--- src/rtl/spq_pkg.sv ---
// ----------------------------------------------------------------------------
// spq_pkg
// shared types and codes for the sorted priority queue
// ----------------------------------------------------------------------------
package spq_pkg;

    // command codes carried in s_tuser
    localparam logic CMD_INSERT = 1'b0;
    localparam logic CMD_REMOVE = 1'b1;

    // result status codes carried in m_tuser
    localparam logic [1:0] STATUS_DONE  = 2'd0;
    localparam logic [1:0] STATUS_EMPTY = 2'd1;
    localparam logic [1:0] STATUS_FULL  = 2'd2;

    // fixed field widths of the stream payload
    localparam int IN_VALUE_W  = 32;
    localparam int IN_PRIO_W   = 8;
    localparam int OUT_FILL_W  = 5;

    // operation broadcast to every cell for one item
    typedef struct packed {
        logic ins;   // insert that fits
        logic rem;   // remove from a non-empty queue
    } spq_op_t;

endpackage

--- src/rtl/spq_cell.sv ---
// ----------------------------------------------------------------------------
// spq_cell
// one slot of the sorted chain: holds an entry, compares it with the new
// priority and takes its own entry, the new entry, or its left or right neighbor's entry
// ----------------------------------------------------------------------------
module spq_cell import spq_pkg::*; #(
    parameter int VALUE_WIDTH    = 32,
    parameter int PRIORITY_WIDTH = 8
) (
    input  logic                      aclk,
    input  spq_op_t                   op,
    input  logic                      occupied,
    input  logic [VALUE_WIDTH-1:0]    new_value,
    input  logic [PRIORITY_WIDTH-1:0] new_prio,
    input  logic                      left_le,
    input  logic [VALUE_WIDTH-1:0]    left_value,
    input  logic [PRIORITY_WIDTH-1:0] left_prio,
    input  logic [VALUE_WIDTH-1:0]    right_value,
    input  logic [PRIORITY_WIDTH-1:0] right_prio,
    output logic                      self_le,
    output logic [VALUE_WIDTH-1:0]    value,
    output logic [PRIORITY_WIDTH-1:0] prio
);

    logic [VALUE_WIDTH-1:0]    value_reg, value_next;
    logic [PRIORITY_WIDTH-1:0] prio_reg, prio_next;

    // entry stays ahead of the new one when the slot is occupied and its priority is not larger
    assign self_le = occupied && (prio_reg <= new_prio);

    // pick the next entry of this slot
    always_comb begin
        value_next = value_reg;
        prio_next  = prio_reg;
        if (op.ins && !self_le) begin
            if (left_le) begin
                value_next = new_value;
                prio_next  = new_prio;
            end else begin
                value_next = left_value;
                prio_next  = left_prio;
            end
        end else if (op.rem) begin
            value_next = right_value;
            prio_next  = right_prio;
        end
    end

    // payload register, no reset
    always_ff @(posedge aclk) begin
        value_reg <= value_next;
        prio_reg  <= prio_next;
    end

    assign value = value_reg;
    assign prio  = prio_reg;

endmodule

--- src/rtl/sorted_priority_queue.sv ---
// ----------------------------------------------------------------------------
// sorted_priority_queue
// bounded priority queue kept sorted in a chain of compare-and-shift cells
// ----------------------------------------------------------------------------
// usage:
//   s_ channel carries one command item: s_tuser is the command (insert or
//   remove), s_tdata the value and priority of an inserted entry.
//   m_ channel returns one result item per command: head value and priority
//   for a remove, zeros otherwise, the fill level after the command, and a
//   status code in m_tuser (done, remove on empty, insert on full).
// throughput and timing:
//   one item per cycle while no result is stalled; the result shows in the cycle after the item is taken.
//   every cell compares its priority with the new one and shifts in the same
//   cycle, so the rate is set by that single compare across the cell row.
// reset:
//   aresetn clears the fill count and the result valid flag; stored entries
//   are not cleared and are only read below the fill count.
// stall:
//   while a result waits and m_tready is low, s_tready drops and the queue
//   holds; an item is taken in the cycle the waiting result leaves.
// ----------------------------------------------------------------------------
module sorted_priority_queue import spq_pkg::*; #(
    parameter int CAPACITY       = 16,
    parameter int VALUE_WIDTH    = 32,
    parameter int PRIORITY_WIDTH = 8
) (
    input  logic        aclk,
    input  logic        aresetn,
    input  logic        s_tvalid,
    output logic        s_tready,
    input  logic [39:0] s_tdata,   // in_value[31:0], in_priority[39:32]
    input  logic [0:0]  s_tuser,   // cmd[0]
    output logic        m_tvalid,
    input  logic        m_tready,
    output logic [47:0] m_tdata,   // out_value[31:0], out_priority[39:32],
                                   // fill_level[44:40], zero[47:45]
    output logic [1:0]  m_tuser    // status[1:0]
);

    localparam int CW = $clog2(CAPACITY + 1);

    // handshake
    logic m_tvalid_reg;
    logic s_accept;
    logic out_free;
    assign out_free = !m_tvalid_reg || m_tready;
    assign s_tready = out_free;
    assign s_accept = s_tvalid && out_free;

    // input fields cut or zero-extended to the stored widths
    logic                      cmd;
    logic [VALUE_WIDTH-1:0]    new_value;
    logic [PRIORITY_WIDTH-1:0] new_prio;
    assign cmd = s_tuser[0];

    genvar b;
    generate
        for (b = 0; b < VALUE_WIDTH; b++) begin : g_in_val
            if (b < IN_VALUE_W) begin : g_bit
                assign new_value[b] = s_tdata[b];
            end else begin : g_zero
                assign new_value[b] = 1'b0;
            end
        end
        for (b = 0; b < PRIORITY_WIDTH; b++) begin : g_in_pri
            if (b < IN_PRIO_W) begin : g_bit
                assign new_prio[b] = s_tdata[IN_VALUE_W + b];
            end else begin : g_zero
                assign new_prio[b] = 1'b0;
            end
        end
    endgenerate

    // fill count and command decode
    logic [CW-1:0] count_reg, count_next;
    logic          is_full, is_empty;
    spq_op_t       op;
    logic [1:0]    status;

    assign is_full  = (count_reg == CW'(CAPACITY));
    assign is_empty = (count_reg == '0);

    always_comb begin
        op         = '0;
        status     = STATUS_DONE;
        count_next = count_reg;
        if (s_accept) begin
            unique case (cmd)
                CMD_INSERT: begin
                    if (is_full) begin
                        status = STATUS_FULL;
                    end else begin
                        op.ins     = 1'b1;
                        count_next = count_reg + CW'(1);
                    end
                end
                CMD_REMOVE: begin
                    if (is_empty) begin
                        status = STATUS_EMPTY;
                    end else begin
                        op.rem     = 1'b1;
                        count_next = count_reg - CW'(1);
                    end
                end
                default: status = STATUS_DONE;
            endcase
        end
    end

    always_ff @(posedge aclk) begin
        if (!aresetn) begin
            count_reg <= '0;
        end else begin
            count_reg <= count_next;
        end
    end

    // chain of cells, slot 0 holds the head
    logic [VALUE_WIDTH-1:0]    cell_value [CAPACITY];
    logic [PRIORITY_WIDTH-1:0] cell_prio  [CAPACITY];
    logic                      cell_le    [CAPACITY];

    genvar i;
    generate
        for (i = 0; i < CAPACITY; i++) begin : g_cell
            logic                      l_le;
            logic [VALUE_WIDTH-1:0]    l_value, r_value;
            logic [PRIORITY_WIDTH-1:0] l_prio, r_prio;
            if (i == 0) begin : g_first
                assign l_le    = 1'b1;
                assign l_value = new_value;
                assign l_prio  = new_prio;
            end else begin : g_mid
                assign l_le    = cell_le[i-1];
                assign l_value = cell_value[i-1];
                assign l_prio  = cell_prio[i-1];
            end
            if (i == CAPACITY - 1) begin : g_last
                assign r_value = cell_value[i];
                assign r_prio  = cell_prio[i];
            end else begin : g_inner
                assign r_value = cell_value[i+1];
                assign r_prio  = cell_prio[i+1];
            end
            spq_cell #(
                .VALUE_WIDTH    (VALUE_WIDTH),
                .PRIORITY_WIDTH (PRIORITY_WIDTH)
            ) u_cell (
                .aclk        (aclk),
                .op          (op),
                .occupied    (count_reg > CW'(i)),
                .new_value   (new_value),
                .new_prio    (new_prio),
                .left_le     (l_le),
                .left_value  (l_value),
                .left_prio   (l_prio),
                .right_value (r_value),
                .right_prio  (r_prio),
                .self_le     (cell_le[i]),
                .value       (cell_value[i]),
                .prio        (cell_prio[i])
            );
        end
    endgenerate

    // head entry and next fill count cut or widened to the result fields
    logic [IN_VALUE_W-1:0] head_value;
    logic [IN_PRIO_W-1:0]  head_prio;
    logic [OUT_FILL_W-1:0] fill_next;

    generate
        for (b = 0; b < IN_VALUE_W; b++) begin : g_out_val
            if (b < VALUE_WIDTH) begin : g_bit
                assign head_value[b] = cell_value[0][b];
            end else begin : g_sign
                assign head_value[b] = cell_value[0][VALUE_WIDTH-1];
            end
        end
        for (b = 0; b < IN_PRIO_W; b++) begin : g_out_pri
            if (b < PRIORITY_WIDTH) begin : g_bit
                assign head_prio[b] = cell_prio[0][b];
            end else begin : g_zero
                assign head_prio[b] = 1'b0;
            end
        end
        for (b = 0; b < OUT_FILL_W; b++) begin : g_fill
            if (b < CW) begin : g_bit
                assign fill_next[b] = count_next[b];
            end else begin : g_zero
                assign fill_next[b] = 1'b0;
            end
        end
    endgenerate

    // result register
    logic [IN_VALUE_W-1:0] res_value_reg;
    logic [IN_PRIO_W-1:0]  res_prio_reg;
    logic [OUT_FILL_W-1:0] res_fill_reg;
    logic [1:0]            res_status_reg;

    always_ff @(posedge aclk) begin
        if (!aresetn) begin
            m_tvalid_reg <= 1'b0;
        end else if (out_free) begin
            m_tvalid_reg <= s_tvalid;
        end
    end

    always_ff @(posedge aclk) begin
        if (s_accept) begin
            res_value_reg  <= op.rem ? head_value : '0;
            res_prio_reg   <= op.rem ? head_prio  : '0;
            res_fill_reg   <= fill_next;
            res_status_reg <= status;
        end
    end

    assign m_tvalid = m_tvalid_reg;
    assign m_tdata  = {3'b000, res_fill_reg, res_prio_reg, res_value_reg};
    assign m_tuser  = res_status_reg;

    // checks
    a_count_bound: assert property (@(posedge aclk) disable iff (!aresetn)
        count_reg <= CW'(CAPACITY))
        else $error("fill count above capacity");

    a_insert_grows: assert property (@(posedge aclk) disable iff (!aresetn)
        (s_accept && cmd == CMD_INSERT && !is_full) |=>
        count_reg == $past(count_reg) + CW'(1))
        else $error("insert did not grow the queue");

    a_empty_zero: assert property (@(posedge aclk) disable iff (!aresetn)
        (m_tvalid && m_tuser == STATUS_EMPTY) |->
        (res_value_reg == '0 && res_prio_reg == '0 && res_fill_reg == '0))
        else $error("failed remove returned data");

    a_head_order: assert property (@(posedge aclk) disable iff (!aresetn)
        (count_reg >= CW'(2)) |-> (cell_prio[0] <= cell_prio[1]))
        else $error("head entries out of order");

    a_stall_hold: assert property (@(posedge aclk) disable iff (!aresetn)
        (m_tvalid && !m_tready) |=> $stable(count_reg))
        else $error("queue changed while result stalled");

endmodule
--- config.mk ---
export PLATFORM = sky130hd
export DESIGN_NAME = sorted_priority_queue
export DESIGN_NICKNAME = d
export VERILOG_FILES = /design/src/rtl/spq_pkg.sv /design/src/rtl/spq_cell.sv /design/src/rtl/sorted_priority_queue.sv
export SDC_FILE = /design/constraint.sdc
export NUM_CORES = 2
export LEC_CHECK = 0
export ABC_CLOCK_PERIOD_IN_PS = 9000
export CORE_ASPECT_RATIO = 1.1
export CORE_MARGIN = 5
export CORE_UTILIZATION = 60
export DETAILED_ROUTE_END_ITERATION = 12
export DONT_BUFFER_PORTS = 1
export PLACE_DENSITY = 0.76
export SYNTH_ARGS = -nofsm -noshare
export SYNTH_HDL_FRONTEND = slang
export SYNTH_SLANG_ARGS = --single-unit
--- constraint.sdc ---
create_clock -name aclk -period 9 [get_ports aclk]
set_clock_uncertainty 0.05 [all_clocks]
set_input_delay 1.8 -clock aclk [delete_from_list [all_inputs] [get_ports aclk]]
set_output_delay 1.8 -clock aclk [all_outputs]
set_load 0.05 [all_outputs]
==> results by group <==
Clock tree
  • H-Tree Depth: 3
  • Worst-Skew Late Latency: 0.62 ns
  • PostCTS Resize Cnt: 0
  • CTS max path bufs: 3
  • Clk sinks: 693
  • Post-CTS setup buffer count: 0
  • CTS buffer count: 74
  • Root buf cell: clkbuf_16
  • CTS tree: built
  • Number of hold buffers added after CTS: 0
  • CTS clk-pin slew, worst paths: 0.06 ns

Min path
  • Worst min-delay path class: flip-flop to flip-flop

Power and ir drop
  • Final Power: 9.403 mW
  • Worst vdd ir: 0.1803 mV
  • PwrDens: 234.0 nW/um2
  • Pleak: 14.51 nW

Setup path
  • Crit path cell chain: inv_1 -> ha_1 -> nor2b_1 -> o211ai_1 -> a211o_1 -> nand2_2 -> nand2_4 -> nand2_2
  • Crit path max fanout: 41
  • WS Path Type: input port to flip-flop
  • CP endpoint kind: flip-flop
  • CP max-delay cell: nand2_4
  • Worst path required time: 9.07 ns
  • CP Launch Type: input port
  • CP arrival: 5.48 ns
  • R2r setup slk: 4.31 ns
  • Worst path most repeated cell: nand2_2
  • CP peak stage delay: 0.87 ns

Die
  • Initial core utilization: 60.83%
  • Die width: 247.8 um
  • Die footprint: 67280 um2
  • Rows: 95
  • I/O pins: 97
  • Core footprint: 61330 um2
  • Die Span Y: 271.5 um

Route
  • DRC viols: 0
  • 1st-iter DRT viols: 2467
  • Total length of routed wires: 95.35 mm
  • DRT Pass-1 Iters: 6
  • Via/cell ratio: 6.562
  • Detail Route Antenna Nets: 0
  • Vias: 27198
  • Mean routed wirelength per cell: 23.00 um

Synthesis
  • Post-synth EDFFs: 687
  • Cell taking the most area after synthesis: edfxtp_1
  • Asr flop ratio synth: 0%
  • Syn_area_per_cell: 10.95 um2
  • Sequential area share after synthesis: 55.61%
  • Synth top area share: 55.29%
  • Synth top area cells: edfxtp_1 55%, mux2i_1 11%, nand2_1 6.4%, o21ai_0 5.2%, ha_1 4.5%
  • FF+latch count, synth: 693
  • Post-synth design cell area: 37310 um2
  • Synth warn: 0
  • Post-Synthesis Cells: 3408
  • Ys flop type: edfxtp_1
  • Cell variety after synth: 61

STA
  • Final Hold Violating Endpoints: 0
  • Final setup viols: 0
  • RSZ-0062 raised after global routing: false
  • Fmax: 184.8 MHz
  • Slew Limit Fails: 0
  • Relative slew margins: 11.12%
  • Fin crit period: 5.412 ns
  • Slew @ Worst Pin: 1.328 ns
  • Final Cycle Share: 60.13%
  • Setup TNS: 0 ns

Global route
  • Largest net degree at the start of global routing: 91
  • Vias in the first global route: 28523
  • Wire length of the first global-routing pass: 151.4 mm
  • Gr usage total: 27.73%
  • GR Overflow Total: 0
  • Initial antenna violation count: 1

Final layout
  • Largest register FFs: 512
  • Diode count: 0
  • Commonest non-fill, non-tap cell in the layout: edfxtp_1
  • Fill cells: 4668
  • Most frequent cells in the layout: 687 x edfxtp_1, 625 x nand2_1, 400 x mux2i_1
  • Seq. cell area: 20750 um2
  • Multi-input gate area: 15540 um2
  • P&R area growth vs syn: 7.672%
  • Share of cells above drive strength 1: 8.461%
  • Fin nets: 3444

Placed design
  • Gpl congestion: 0.8614
  • Port Buffer Count: 0
  • HPWL Detailed: 63.57 mm

Run
  • MaxCap Viol Count: 0

Outcome
  • Outcome: finished, final reports clean
## worst paths after layout
path | cells past startpoint | to | start
max | 8 | g_cell[0].u_cell.value[14] | s_tdata[33]
min | 2 | g_cell[14].u_cell.value[18] | g_cell[15].u_cell.value[18]
max reg2reg | 8 | g_cell[0].u_cell.value[14] | count_reg[1]
min reg2reg | 2 | g_cell[14].u_cell.value[18] | g_cell[15].u_cell.value[18]
## power breakdown
part	internal [mW]	switching [mW]	leakage (nW)
combinational	0.657	1.20	6.83
sequential	4.20	0.332	6.53
clock	1.72	1.29	1.15
total	6.57	2.83	14.5
## cells by family after synthesis
family          count (synthesis)  share of synthesized area, %
simple gates                  945                         10.46
compound gates                860                         12.70
flops                         693                         55.61
mux                           472                         13.22
buf+inv                       302                         3.481
fa+ha+maj                     134                         4.493
other cells                     1                       0.01005
xor+xnor                        1                       0.02348
## cell usage after synthesis, drive strengths merged, types with 7 or more instances
master / number
o21ai: 404
and3: 40
nand2: 637
nor2: 176
o211ai: 13
a21oi: 224
mux2: 72
nor3: 10
nand2b: 10
buf: 101
a31oi: 165
o31ai: 7
ha: 134
clkbuf: 171
inv: 30
edfxtp: 687
mux2i: 400
nand4: 26
and2: 11
nor2b: 21
o21a: 12
## routing by layer
layer / GRT usage (%) / vias up / share of wire (%)
li1: - / 12277 / -
met1: 34.40 / 13538 / 38
met2: 48.91 / 1105 / 51
met3: 3.935 / 276 / 6.4
met4: 11.11 / 2 / 4.0
met5: 0 / - / 0.014
## critical path: cells and delay by family
family	cells	cell delay [ns]
compound gates	2	0.34
fa+ha+maj	1	0.36
buf+inv	1	0.54
simple gates	4	2.35
## area by class of cell
type | instances | area share, %
Multi-Input combinational cell | 2415 | 38.69
Sequential cell | 693 | 51.65
Clock buffer | 91 | 4.927
Timing Repair Buffer | 51 | 0.9530
Inverter | 30 | 0.2834
Clock inverter | 41 | 0.9312
Tap cell | 824 | 2.566
## through the flow
step	worst slack [ns]	hold slack, ns	utilization [%]	cells	instance area (um2)
detailed placement	2.986	0.4918	61.66	4013	37820
finish	3.588	0.5072	65.50	4145	40170
global placement	3.110	0.4830	61.66	4013	37820
global route	3.355	0.5285	65.50	4145	40170
floorplan	1.991	0.4678	-	3410	37320
CTS	3.641	0.5113	65.50	4145	40170
Power figures use the tool's default switching activity.
